File: src/hdl/pud_pkg.sv
`timescale 1ns / 1ps

package pud_pkg;

  localparam logic [7:0] CH_PCT    = 8'h25;
  localparam logic [7:0] CH_PLUS   = 8'h2B;
  localparam logic [7:0] CH_SPACE  = 8'h20;
  localparam logic [7:0] CH_DOT    = 8'h2E;
  localparam logic [7:0] CH_TILDE  = 8'h7E;
  localparam logic [7:0] CH_DASH   = 8'h2D;
  localparam logic [7:0] CH_USCORE = 8'h5F;
  localparam logic [7:0] HEX_BAD   = 8'hF0;

  localparam int MAX_RES = 4;

  typedef logic [1:0] reg_idx_t;
  localparam reg_idx_t REG_STRICT       = 2'd0;
  localparam reg_idx_t REG_ALLOW_UNSAFE = 2'd1;
  localparam reg_idx_t REG_PLUS         = 2'd2;

  typedef enum logic [2:0] {
    PH_IDLE = 3'b001,
    PH_PCT  = 3'b010,
    PH_PAIR = 3'b100
  } phase_t;

  typedef struct packed {
    logic strict_mode;
    logic allow_unsafe;
    logic plus_as_space;
  } cfg_t;

  typedef struct packed {
    logic [7:0] b;
    logic       last;
    logic       err;
  } res_t;

  typedef struct packed {
    res_t [MAX_RES-1:0] item;
    logic [2:0]         cnt;
  } res_list_t;

  function automatic logic is_safe(input logic [7:0] b);
    return (b >= 8'h30 && b <= 8'h39) || (b >= 8'h61 && b <= 8'h7A) ||
           (b >= 8'h41 && b <= 8'h5A) || b == CH_DOT || b == CH_TILDE ||
           b == CH_DASH || b == CH_USCORE;
  endfunction

  function automatic logic [7:0] hex_val(input logic [7:0] b);
    logic [7:0] v;
    if (b >= 8'h30 && b <= 8'h39) begin
      v = b - 8'h30;
    end else if (b >= 8'h41 && b <= 8'h46) begin
      v = b - 8'h37;
    end else if (b >= 8'h61 && b <= 8'h66) begin
      v = b - 8'h57;
    end else begin
      v = HEX_BAD;
    end
    return v;
  endfunction

  function automatic logic [7:0] raw_res(input logic [7:0] b, input logic plus);
    return (b == CH_PLUS && plus) ? CH_SPACE : b;
  endfunction

  function automatic logic raw_unsafe(input logic [7:0] b, input logic plus);
    return !(b == CH_PLUS && plus) && !is_safe(b);
  endfunction

  function automatic res_list_t push(input res_list_t l, input logic [7:0] b,
                                     input logic last, input logic err);
    res_list_t r;
    r = l;
    if (r.cnt < 3'(MAX_RES)) begin
      r.item[r.cnt[1:0]] = '{b: b, last: last, err: err};
      r.cnt = r.cnt + 3'd1;
    end
    return r;
  endfunction

endpackage

File: src/hdl/pud_in_if.sv
`timescale 1ns / 1ps

interface pud_in_if;
  logic       valid;
  logic       ready;
  logic [7:0] in_byte;
  logic       in_last;
  modport source (output valid, output in_byte, output in_last, input ready);
  modport sink   (input valid, input in_byte, input in_last, output ready);
endinterface

File: src/hdl/pud_out_if.sv
`timescale 1ns / 1ps

interface pud_out_if;
  logic       valid;
  logic       ready;
  logic [7:0] out_byte;
  logic       out_last;
  logic       out_error;
  modport source (output valid, output out_byte, output out_last, output out_error,
                  input ready);
  modport sink   (input valid, input out_byte, input out_last, input out_error,
                  output ready);
endinterface

File: src/hdl/pud_cfg_if.sv
`timescale 1ns / 1ps

interface pud_cfg_if;
  logic       valid;
  logic       ready;
  logic [1:0] index;
  logic       data;
  modport source (output valid, output index, output data, input ready);
  modport sink   (input valid, input index, input data, output ready);
endinterface

File: src/hdl/url_percent_decoder.sv
`timescale 1ns / 1ps
// channel  role          word
// -------  ------------  ------------------------------------
// cfg      config write  index (2b), data (1b)
// enc      encoded in    in_byte, in_last
// dec      decoded out   out_byte, out_last, out_error
//
// One word is decoded on acceptance; its 0 to 4 results are loaded into a
// result buffer and leave one per cycle while dec is ready. enc is held off
// while the buffer drains, until it is down to its last result and dec is
// ready. Synchronous reset clears the decoder state and the buffer and sets
// all three registers. A dec stall holds enc off while the buffer holds any
// result.

module url_percent_decoder import pud_pkg::*; (
  input  logic       clk,
  input  logic       rst,
  pud_cfg_if.sink    cfg,
  pud_in_if.sink     enc,
  pud_out_if.source  dec
);

  cfg_t      regs;
  res_list_t list;
  logic      room;
  logic      accept;

  assign enc.ready = room;
  assign accept    = enc.valid && room;

  pud_cfg_regs u_cfg (
    .clk  (clk),
    .rst  (rst),
    .cfg  (cfg),
    .regs (regs)
  );

  pud_decode u_decode (
    .clk     (clk),
    .rst     (rst),
    .regs    (regs),
    .accept  (accept),
    .in_byte (enc.in_byte),
    .in_last (enc.in_last),
    .list    (list)
  );

  pud_res_buf u_buf (
    .clk  (clk),
    .rst  (rst),
    .load (accept),
    .list (list),
    .room (room),
    .dec  (dec)
  );

endmodule

File: src/hdl/pud_cfg_regs.sv
`timescale 1ns / 1ps

module pud_cfg_regs import pud_pkg::*; (
  input  logic      clk,
  input  logic      rst,
  pud_cfg_if.sink   cfg,
  output cfg_t      regs
);

  assign cfg.ready = 1'b1;

  always_ff @(posedge clk) begin
    if (rst) begin
      regs <= '{strict_mode: 1'b1, allow_unsafe: 1'b1, plus_as_space: 1'b1};
    end else if (cfg.valid) begin
      unique case (reg_idx_t'(cfg.index))
        REG_STRICT:       regs.strict_mode   <= cfg.data;
        REG_ALLOW_UNSAFE: regs.allow_unsafe  <= cfg.data;
        REG_PLUS:         regs.plus_as_space <= cfg.data;
        default: ;
      endcase
    end
  end

endmodule

File: src/hdl/pud_decode.sv
`timescale 1ns / 1ps

module pud_decode import pud_pkg::*; (
  input  logic       clk,
  input  logic       rst,
  input  cfg_t       regs,
  input  logic       accept,
  input  logic [7:0] in_byte,
  input  logic       in_last,
  output res_list_t  list
);

  phase_t     phase, phase_next;
  logic [7:0] held, held_next;
  logic       dropping, dropping_next;
  logic       saw_unsafe, saw_unsafe_next;

  always_comb begin
    res_list_t  l;
    phase_t     ph;
    logic [7:0] hd;
    logic       saw;
    logic       drop;
    logic       done;
    logic [7:0] dv;
    logic [7:0] ev;
    l    = '0;
    ph   = phase;
    hd   = held;
    saw  = saw_unsafe;
    drop = dropping;
    done = 1'b0;
    dv   = hex_val(held);
    ev   = hex_val(in_byte);

    if (dropping) begin
      if (in_last) drop = 1'b0;
      done = 1'b1;
    end else if (ph == PH_PAIR) begin
      if (((dv | ev) & HEX_BAD) != 8'h00) begin
        if (regs.strict_mode) begin
          l    = push(l, 8'h00, 1'b1, 1'b1);
          ph   = PH_IDLE;
          hd   = 8'h00;
          saw  = 1'b0;
          drop = !in_last;
          done = 1'b1;
        end else begin
          // lenient: literal '%', then held byte and this byte decoded afresh
          ph = PH_IDLE;
          l  = push(l, CH_PCT, 1'b0, 1'b0);
          if (hd == CH_PCT) begin
            ph = PH_PCT;
          end else begin
            l   = push(l, raw_res(hd, regs.plus_as_space), 1'b0, 1'b0);
            saw = saw | raw_unsafe(hd, regs.plus_as_space);
          end
          if (ph == PH_IDLE) begin
            if (in_byte == CH_PCT) begin
              ph = PH_PCT;
            end else begin
              l   = push(l, raw_res(in_byte, regs.plus_as_space), 1'b0, 1'b0);
              saw = saw | raw_unsafe(in_byte, regs.plus_as_space);
            end
          end else begin
            hd = in_byte;
            ph = PH_PAIR;
          end
        end
      end else begin
        l  = push(l, {dv[3:0], ev[3:0]}, 1'b0, 1'b0);
        ph = PH_IDLE;
        hd = 8'h00;
      end
    end else if (ph == PH_IDLE) begin
      if (in_byte == CH_PCT) begin
        ph = PH_PCT;
      end else begin
        l   = push(l, raw_res(in_byte, regs.plus_as_space), 1'b0, 1'b0);
        saw = saw | raw_unsafe(in_byte, regs.plus_as_space);
      end
    end else begin
      hd = in_byte;
      ph = PH_PAIR;
    end

    if (!done && in_last) begin
      if (ph != PH_IDLE) begin
        if (regs.strict_mode) begin
          l    = push(l, 8'h00, 1'b1, 1'b1);
          drop = 1'b0;
          done = 1'b1;
        end else begin
          l = push(l, CH_PCT, 1'b0, 1'b0);
          if (ph == PH_PAIR) begin
            if (hd == CH_PCT) begin
              l = push(l, CH_PCT, 1'b0, 1'b0);
            end else begin
              l   = push(l, raw_res(hd, regs.plus_as_space), 1'b0, 1'b0);
              saw = saw | raw_unsafe(hd, regs.plus_as_space);
            end
          end
        end
      end
      if (!done) begin
        if (!regs.allow_unsafe && saw) begin
          l = push(l, 8'h00, 1'b1, 1'b1);
        end else if (l.cnt != 3'd0) begin
          l.item[l.cnt[1:0] - 2'd1].last = 1'b1;
        end
      end
      ph  = PH_IDLE;
      hd  = 8'h00;
      saw = 1'b0;
    end

    list            = l;
    phase_next      = ph;
    held_next       = hd;
    saw_unsafe_next = saw;
    dropping_next   = drop;
  end

  always_ff @(posedge clk) begin
    if (rst) begin
      phase      <= PH_IDLE;
      held       <= 8'h00;
      dropping   <= 1'b0;
      saw_unsafe <= 1'b0;
    end else if (accept) begin
      phase      <= phase_next;
      held       <= held_next;
      dropping   <= dropping_next;
      saw_unsafe <= saw_unsafe_next;
    end
  end

endmodule

File: src/hdl/pud_res_buf.sv
`timescale 1ns / 1ps

module pud_res_buf import pud_pkg::*; (
  input  logic       clk,
  input  logic       rst,
  input  logic       load,
  input  res_list_t  list,
  output logic       room,
  pud_out_if.source  dec
);

  res_t [MAX_RES-1:0] items;
  logic [2:0]         left;
  logic [1:0]         rd;
  logic               take;

  assign take      = dec.valid && dec.ready;
  assign room      = (left == 3'd0) || (left == 3'd1 && dec.ready);
  assign dec.valid = (left != 3'd0);
  assign dec.out_byte  = items[rd].b;
  assign dec.out_last  = items[rd].last;
  assign dec.out_error = items[rd].err;

  always_ff @(posedge clk) begin
    if (rst) begin
      left <= 3'd0;
      rd   <= 2'd0;
    end else if (load) begin
      left <= list.cnt;
      rd   <= 2'd0;
    end else if (take) begin
      left <= left - 3'd1;
      rd   <= rd + 2'd1;
    end
  end

  always_ff @(posedge clk) begin
    if (load) begin
      items <= list.item;
    end
  end

endmodule

File: src/flat_wrapper.sv
// flat-port wrapper written by rule: the top's interface ports become plain ports
module url_percent_decoder_flat import pud_pkg::*;
  (clk, rst, cfg_valid, cfg_index, cfg_data, cfg_ready, enc_valid, enc_in_byte, enc_in_last, enc_ready, dec_valid, dec_out_byte, dec_out_last, dec_out_error, dec_ready);
  pud_cfg_if cfg_i ();
  pud_in_if enc_i ();
  pud_out_if dec_i ();
  input  logic clk;
  input  logic rst;
  input wire logic [$bits(cfg_i.valid)-1:0] cfg_valid;
  input wire logic [$bits(cfg_i.index)-1:0] cfg_index;
  input wire logic [$bits(cfg_i.data)-1:0] cfg_data;
  output wire logic [$bits(cfg_i.ready)-1:0] cfg_ready;
  input wire logic [$bits(enc_i.valid)-1:0] enc_valid;
  input wire logic [$bits(enc_i.in_byte)-1:0] enc_in_byte;
  input wire logic [$bits(enc_i.in_last)-1:0] enc_in_last;
  output wire logic [$bits(enc_i.ready)-1:0] enc_ready;
  output wire logic [$bits(dec_i.valid)-1:0] dec_valid;
  output wire logic [$bits(dec_i.out_byte)-1:0] dec_out_byte;
  output wire logic [$bits(dec_i.out_last)-1:0] dec_out_last;
  output wire logic [$bits(dec_i.out_error)-1:0] dec_out_error;
  input wire logic [$bits(dec_i.ready)-1:0] dec_ready;
  assign cfg_i.valid = cfg_valid;
  assign cfg_i.index = cfg_index;
  assign cfg_i.data = cfg_data;
  assign cfg_ready = cfg_i.ready;
  assign enc_i.valid = enc_valid;
  assign enc_i.in_byte = enc_in_byte;
  assign enc_i.in_last = enc_in_last;
  assign enc_ready = enc_i.ready;
  assign dec_valid = dec_i.valid;
  assign dec_out_byte = dec_i.out_byte;
  assign dec_out_last = dec_i.out_last;
  assign dec_out_error = dec_i.out_error;
  assign dec_i.ready = dec_ready;
  url_percent_decoder u_core (.clk(clk), .rst(rst), .cfg(cfg_i), .enc(enc_i), .dec(dec_i));
endmodule
File: config.mk
export PLATFORM = sky130hd
export DESIGN_NAME = url_percent_decoder_flat
export DESIGN_NICKNAME = d
export VERILOG_FILES = /design/src/hdl/pud_pkg.sv /design/src/hdl/pud_in_if.sv /design/src/hdl/pud_out_if.sv /design/src/hdl/pud_cfg_if.sv /design/src/hdl/url_percent_decoder.sv /design/src/hdl/pud_cfg_regs.sv /design/src/hdl/pud_decode.sv /design/src/hdl/pud_res_buf.sv /design/src/flat_wrapper.sv
export SDC_FILE = /design/constraint.sdc
export NUM_CORES = 1
export LEC_CHECK = 0
export BUFFER_PORTS_ARGS = -buffer_cell sky130_fd_sc_hd__buf_4
export CAP_MARGIN = 20
export CORE_ASPECT_RATIO = 0.9
export CORE_MARGIN = 2
export CORE_UTILIZATION = 35
export DETAILED_ROUTE_END_ITERATION = 8
export PLACE_DENSITY = 0.49
export SETUP_SLACK_MARGIN = 0.1
export SLEW_MARGIN = 20
export SYNTH_ARGS = -nofsm -noshare
export SYNTH_HDL_FRONTEND = slang
export SYNTH_SLANG_ARGS = --single-unit
export TNS_END_PERCENT = 20
File: constraint.sdc
create_clock -name clk -period 7 [get_ports clk]
set_clock_uncertainty 0.2 [all_clocks]
set_input_delay 0.35 -clock clk [delete_from_list [all_inputs] [get_ports clk]]
set_output_delay 0.35 -clock clk [all_outputs]
set_load 0.02 [all_outputs]
== Word-level counts from Yosys, hierarchy flattened ==
Index checks and enable logic that the tools add are counted.

* Register bits: 61
* Word-level logic and storage cells: 307

* $add $sub $neg: 14
* Magnitude comparators: 40
* Equality and inequality tests: 26
* Mux-type cells: 121
* Bitwise logic cells: 17
* Reductions and logical operators: 68

{| class="wikitable"
|+ Operator list
! kind !! number
|-
| 2-to-1 mux 43 bit || 28
|-
| bitwise mux 40 bit || 4
|-
| 2-to-1 mux 8 bit || 16
|-
| demux 10 bit (select 2 bit) || 6
|-
| == test 8 x 6 -> 1 bit, second input constant || 12
|-
| less-or-equal comparator 8 x 7 -> 1 bit, second input constant || 10
|-
| 2-to-1 mux 40 bit || 2
|-
| 2-to-1 mux 13 bit || 6
|-
| bitwise AND 32 bit || 2
|-
| inverter 32 bit || 2
|-
| 2-to-1 mux 10 bit || 6
|-
| bitwise AND 28 bit || 2
|-
| inverter 28 bit || 2
|-
| == test 8 x 7 -> 1 bit, second input constant || 6
|-
| greater-or-equal comparator 8 x 7 -> 1 bit, second input constant || 6
|-
| 2-to-1 mux 3 bit || 16
|-
| 2-to-1 mux 1 bit || 34
|-
| subtractor 8 x 6 -> 8 bit, second input constant || 4
|-
| logical AND 1 bit || 30
|-
| greater-or-equal comparator 8 x 6 -> 1 bit, second input constant || 3
|-
| less-or-equal comparator 8 x 6 -> 1 bit, second input constant || 3
|-
| OR 12 bit || 2
|-
| OR 8 bit || 3
|-
| < comparator 2 x 3 -> 1 bit, second input constant || 7
|-
| other kinds (24) || 74
|}

== Longest topological paths before layout ==
* Depth in word-level cells: 66
* Mapped depth: 23
* Depth with buffers taken out: 19

== By module ==
Synthesis repeated with hierarchy kept, for this count alone.

* Cells, all modules: 731
* Area total of the unflattened synthesis: 5,898.2 um^2

{| class="wikitable"
|+ Modules (own cells, without submodules)
! module !! instances !! cells each !! area an instance (um^2) !! sequential area each (um^2)
|-
| pud_decode || 1 || 626 || 4,011.3 || 260.2
|-
| pud_res_buf || 1 || 89 || 1,736.7 || 1,301.2
|-
| pud_cfg_regs || 1 || 15 || 143.9 || 60.1
|-
| url_percent_decoder || 1 || 1 || 6.3 || 0.0
|}

== Worst setup path after synthesis ==
OpenSTA, ideal clock, no wires.

* Kind: register -> register
* Start point: register u_core.u_decode.held[1]
* End point: register u_core.u_buf.items[1] (netlist name), data pin
* Arrival: 4.910 ns
* Required time: 6.648 ns
* Path slack: 1.738 ns
* Stages on the path, launching flop included: 23
* Path buffers: 3
* Clock period less this slack: 5.262 ns
* Path through: dfxtp_1 -> clkbuf_1 -> inv_1 -> ha_1 -> or4b_4 -> o2111a_1 -> nand2_2 -> o2bb2ai_2 -> nor4b_4 -> nand4_2 -> buf_2 -> clkbuf_1 -> a31oi_1 -> ha_1 -> nor2_1 -> and4_1 -> o211ai_1 -> inv_1 -> ha_1 -> o31a_1 -> nor3_2 -> nand3_1 -> a31oi_1

{| class="wikitable"
|+ RTL lines
! item !! RTL line !! RTL
|-
| start, declared || pud_decode.sv:14 || <nowiki>logic [7:0] held, held_next;</nowiki>
|-
| start signal, assigned || pud_decode.sv:132 || <nowiki>held <= held_next;</nowiki>
|-
| end signal, assigned || pud_res_buf.sv:39 || <nowiki>items <= list.item;</nowiki>
|-
| end, declared || pud_res_buf.sv:12 || <nowiki>res_t [MAX_RES-1:0] items;</nowiki>
|}

==> reports/metrics.cfg <==
[drt]
wl_per_cell_um = 22.78
routed_via_density = 6.481
num_vias = 6118
wirelength_mm = 21.51
dr.pass1.iters = 6
drt_iter0_markers = 768
drc = 0
final_antenna_net_count = 0

[logic_synthesis]
synth-simple-area-share_pct = 27.43
synth_xor_area_share_pct = 0.8696
synth_ff_type = edfxtp_1
yosysUniqueCellTypes = 98
ys_seq_elements = 61
synth_fa_ha_area_share_pct = 7.039
syn_nets = 787
synth_area_um2 = 6043
synth_warnings = 0
synth_compound_area_share_pct = 27.00
synthArstFlopShare_pct = 0
seq_area_frac_synth_pct = 26.83
synth_top_family_by_area = simple AND/OR/NAND/NOR gates
synth_mux_area_share_pct = 4.907
syn_inst = 736
synth_area_per_cell_um2 = 8.211
synth_edf_count = 40

[cells_and_area]
final_layout_size_suffix_gt1_share_pct = 13.23
design_area_um2 = 6624
fin_nets = 779
postLayoutCoreUtil_pct = 39.21
n_antenna_cell = 0
area_growth_pct = 9.607

[timing]
fin_crit_sh_pct = 87.45
setup_viol = 0
fmaxAchievable_mhz = 163.4
drv_slew = 0
fin_setup_tns_ns = 0
slew_headroom_pct = 27.83
worst_pin_slew_ns = 1.079
min_period_ns = 6.122
hold_viol = 0
rsz0062_at_grt = false

[pwr]
p_sw_share_pct = 34.37
ir_drop_v = 0.0001604
p_int_mw = 0.9006
seq_power_share_pct = 39.2
pwr-share-comb_pct = 30.3
p_leak_nw = 2.396
p_sw_mw = 0.4717
pwr-share-clk_pct = 30.5
power.density_nw_per_um2 = 207.2

[die]
die-width_um = 142.5
ios = 30
coreArea_um2 = 16890
rows = 45
die-area_um2 = 18340
chipHeight_um = 128.7
start_util_pct = 35.78

[global_route]
grt_max_degree = 54
grt.total_usage_pct = 23.70
grt_pass1_wl_mm = 33.58
overflow = 0
grt_pass1_vias = 5800
antenna_found_initial = 0

[setup_path]
worstPathArrival_ns = 5.97
rr_worst_depth = 19
crit_required_ns = 6.85
worst_r2r_endpoint = u_core.u_buf.items[3]
crit_path_start_kind = flip-flop
crit_path_start = u_core.u_decode.held[1]
r2r_slack_ns = 0.88
end_kind = flip-flop
rr_startpoint = u_core.u_decode.held[1]
worstPathMaxFanout = 23
crit_type = flip-flop to flip-flop
endpoint = u_core.u_buf.items[3]

[cts]
clock_latency_ns = 0.34
clockRootBuffer = clkbuf_16
clk_pin_slew_ns = 0.06
clkSinkCount = 61
cts_buffer_depth = 2
cts_tree = yes
post_cts_buffers = 0
post_cts_resized = 0
htreeDepth = 3
hold_buffers = 0
cts_buffers = 9

[min_path]
hp-class = primary input to flip-flop

[flow_run]
maxCapViolations = 0

[placed_design]
dpl_cell_area_um2 = 6329
hpwl_mm = 16.17
gp_congestion = 0.9707
io_buffers = 28

[run_status]
status = complete, no violations

[per-layer routing]
| metal | GRT usage [%] | wire length, um | part of all wire (%) |
|---|---|---|---|
| met4 | 9.260 | 715 | 3.3 |
| met5 | 0 | 0 | 0 |
| met1 | 33.87 | 9678 | 45 |
| met2 | 35.75 | 9431 | 44 |
| met3 | 4.019 | 1679 | 7.8 |
[kinds of logic after synthesis]
| group | Yosys count |
|---|---|
| other | 1 |
| adders and majority gates | 34 |
| DFF | 61 |
| and+or+nand+nor | 294 |
| xor gates and xnor gates | 6 |
| muxes | 17 |
| buffers and inverters | 86 |
| AOI/OAI and AO/OA | 237 |
[cell type report]
type	instances	area [um^2]
clock inverters	7	50.05
multi-input cells	589	4068
fillers	1736	10270
inverters	32	120.1
clock buffers	9	225.2
well taps	211	264.0
repair buffers	35	275.3
flip-flops and latches	61	1622
[state kept, by name (all words and copies together) (netlist names)]
name	count
u_core.u_decode.phase	3
u_core.u_decode.held	8
u_core.u_buf.rd	2
u_core.u_buf.left	3
u_core.u_decode.dropping	1
u_core.u_buf.items	40
u_core.u_decode.saw_unsafe	1
u_core.u_cfg.regs	3
[critical path: stages (launching register included)]
cell       delay [ns]
dfxtp_1          0.67
inv_1            0.17
ha_1             0.29
or4b_4           0.51
o2111a_1         0.29
nand2_2          0.10
o2bb2ai_2        0.09
nor4b_4          0.31
nand4_2          0.12
buf_4            0.23
a31oi_1          0.46
ha_1             0.36
nor2_1           0.05
and4_1           0.21
o211ai_1         0.42
inv_1            0.19
ha_1             0.26
nand3_1          0.09
nor2_1           0.11
nor4_1           0.67
[metrics by stage]
stage	hold slack (ns)	cells	setup WS, ns	total power [mW]
finish	0.03543	944	0.8783	1.372
global route	0.04390	944	0.4290	1.437
CTS	0.02655	943	0.9818	1.375
detailed placement	0.2576	927	1.013	0.9548
global placement	0.2481	927	1.275	0.9488
floorplan	0.2258	736	1.738	0.8092
[cell usage after synthesis (all sizes together) (5+ instances only)]
| cell type | n | area (um^2) |
|---|---|---|
| nand2 | 60 | 227.7 |
| a21oi | 55 | 275.3 |
| nor2 | 54 | 210.2 |
| o21ai | 53 | 265.3 |
| edfxtp | 40 | 1201 |
| clkbuf | 36 | 135.1 |
| ha | 34 | 425.4 |
| nor3 | 32 | 180.2 |
| inv | 30 | 112.6 |
| nand3 | 24 | 125.1 |
| dfxtp | 21 | 420.4 |
| buf | 18 | 98.84 |
| nand4 | 18 | 118.9 |
| a31oi | 15 | 100.1 |
| nand2b | 14 | 87.58 |
| nor2b | 13 | 81.33 |
| and2 | 12 | 75.07 |
| o22ai | 12 | 75.07 |
| a211oi | 11 | 97.60 |
| mux4 | 10 | 225.2 |
| a21o | 9 | 67.56 |
| o211ai | 9 | 72.57 |
| nand3b | 7 | 52.55 |
| or2 | 7 | 43.80 |
| a22oi | 6 | 45.04 |
| and4 | 6 | 52.55 |
| mux2i | 6 | 60.06 |
| nor3b | 6 | 50.05 |
| nor4 | 6 | 37.54 |
| nor4b | 6 | 73.81 |
| and3 | 5 | 31.28 |
| nand4b | 5 | 43.79 |
| o21a | 5 | 37.54 |
[cell usage in the layout (no fill, tap or decap), types with 7 or more instances in the layout]
| cell | netlist | layout |
|---|---|---|
| nor2_1 | 53 | 53 |
| a211oi_1 | 8 | 8 |
| and2_1 | 12 | 12 |
| inv_1 | 29 | 28 |
| ha_1 | 34 | 34 |
| o22ai_1 | 12 | 12 |
| nand3_1 | 23 | 23 |
| nor3_1 | 28 | 28 |
| a31oi_1 | 14 | 14 |
| o211ai_1 | 8 | 8 |
| buf_4 | 2 | 34 |
| clkbuf_16 | 0 | 9 |
| a21oi_1 | 55 | 55 |
| nor2b_1 | 13 | 13 |
| dfxtp_1 | 21 | 21 |
| a21o_1 | 9 | 9 |
| nand2_1 | 59 | 59 |
| nand2b_1 | 14 | 14 |
| mux4_2 | 10 | 10 |
| o21ai_1 | 7 | 7 |
| nand3b_1 | 7 | 7 |
| nand4_1 | 17 | 17 |
| o21ai_0 | 46 | 46 |
| edfxtp_1 | 40 | 40 |
[how the worst min path moves through the flow]
stage	cells after the start	end	from	slack, ns
6_report	2	u_core.u_decode.dropping	enc_in_last	0.04
5_1_grt	2	u_core.u_decode.dropping	enc_in_last	0.04
4_1_cts	2	u_core.u_decode.dropping	enc_in_last	0.03
3_5_place_dp	2	u_core.u_decode.saw_unsafe	u_core.u_decode.saw_unsafe	0.26
3_3_place_gp	2	u_core.u_decode.saw_unsafe	u_core.u_decode.saw_unsafe	0.25
2_1_floorplan	2	u_core.u_decode.saw_unsafe	u_core.u_decode.saw_unsafe	0.23
[power groups by stage]
| stage | Sequential, mW | Combinational [mW] | Clock, mW |
|---|---|---|---|
| floorplan | 0.521 | 0.288 | 0 |
| global placement | 0.547 | 0.402 | 0 |
| detailed placement | 0.550 | 0.404 | 0 |
| CTS | 0.543 | 0.407 | 0.425 |
| global route | 0.551 | 0.453 | 0.434 |
| finish | 0.538 | 0.415 | 0.419 |
No activity file was read; power rests on OpenSTA's default activity.
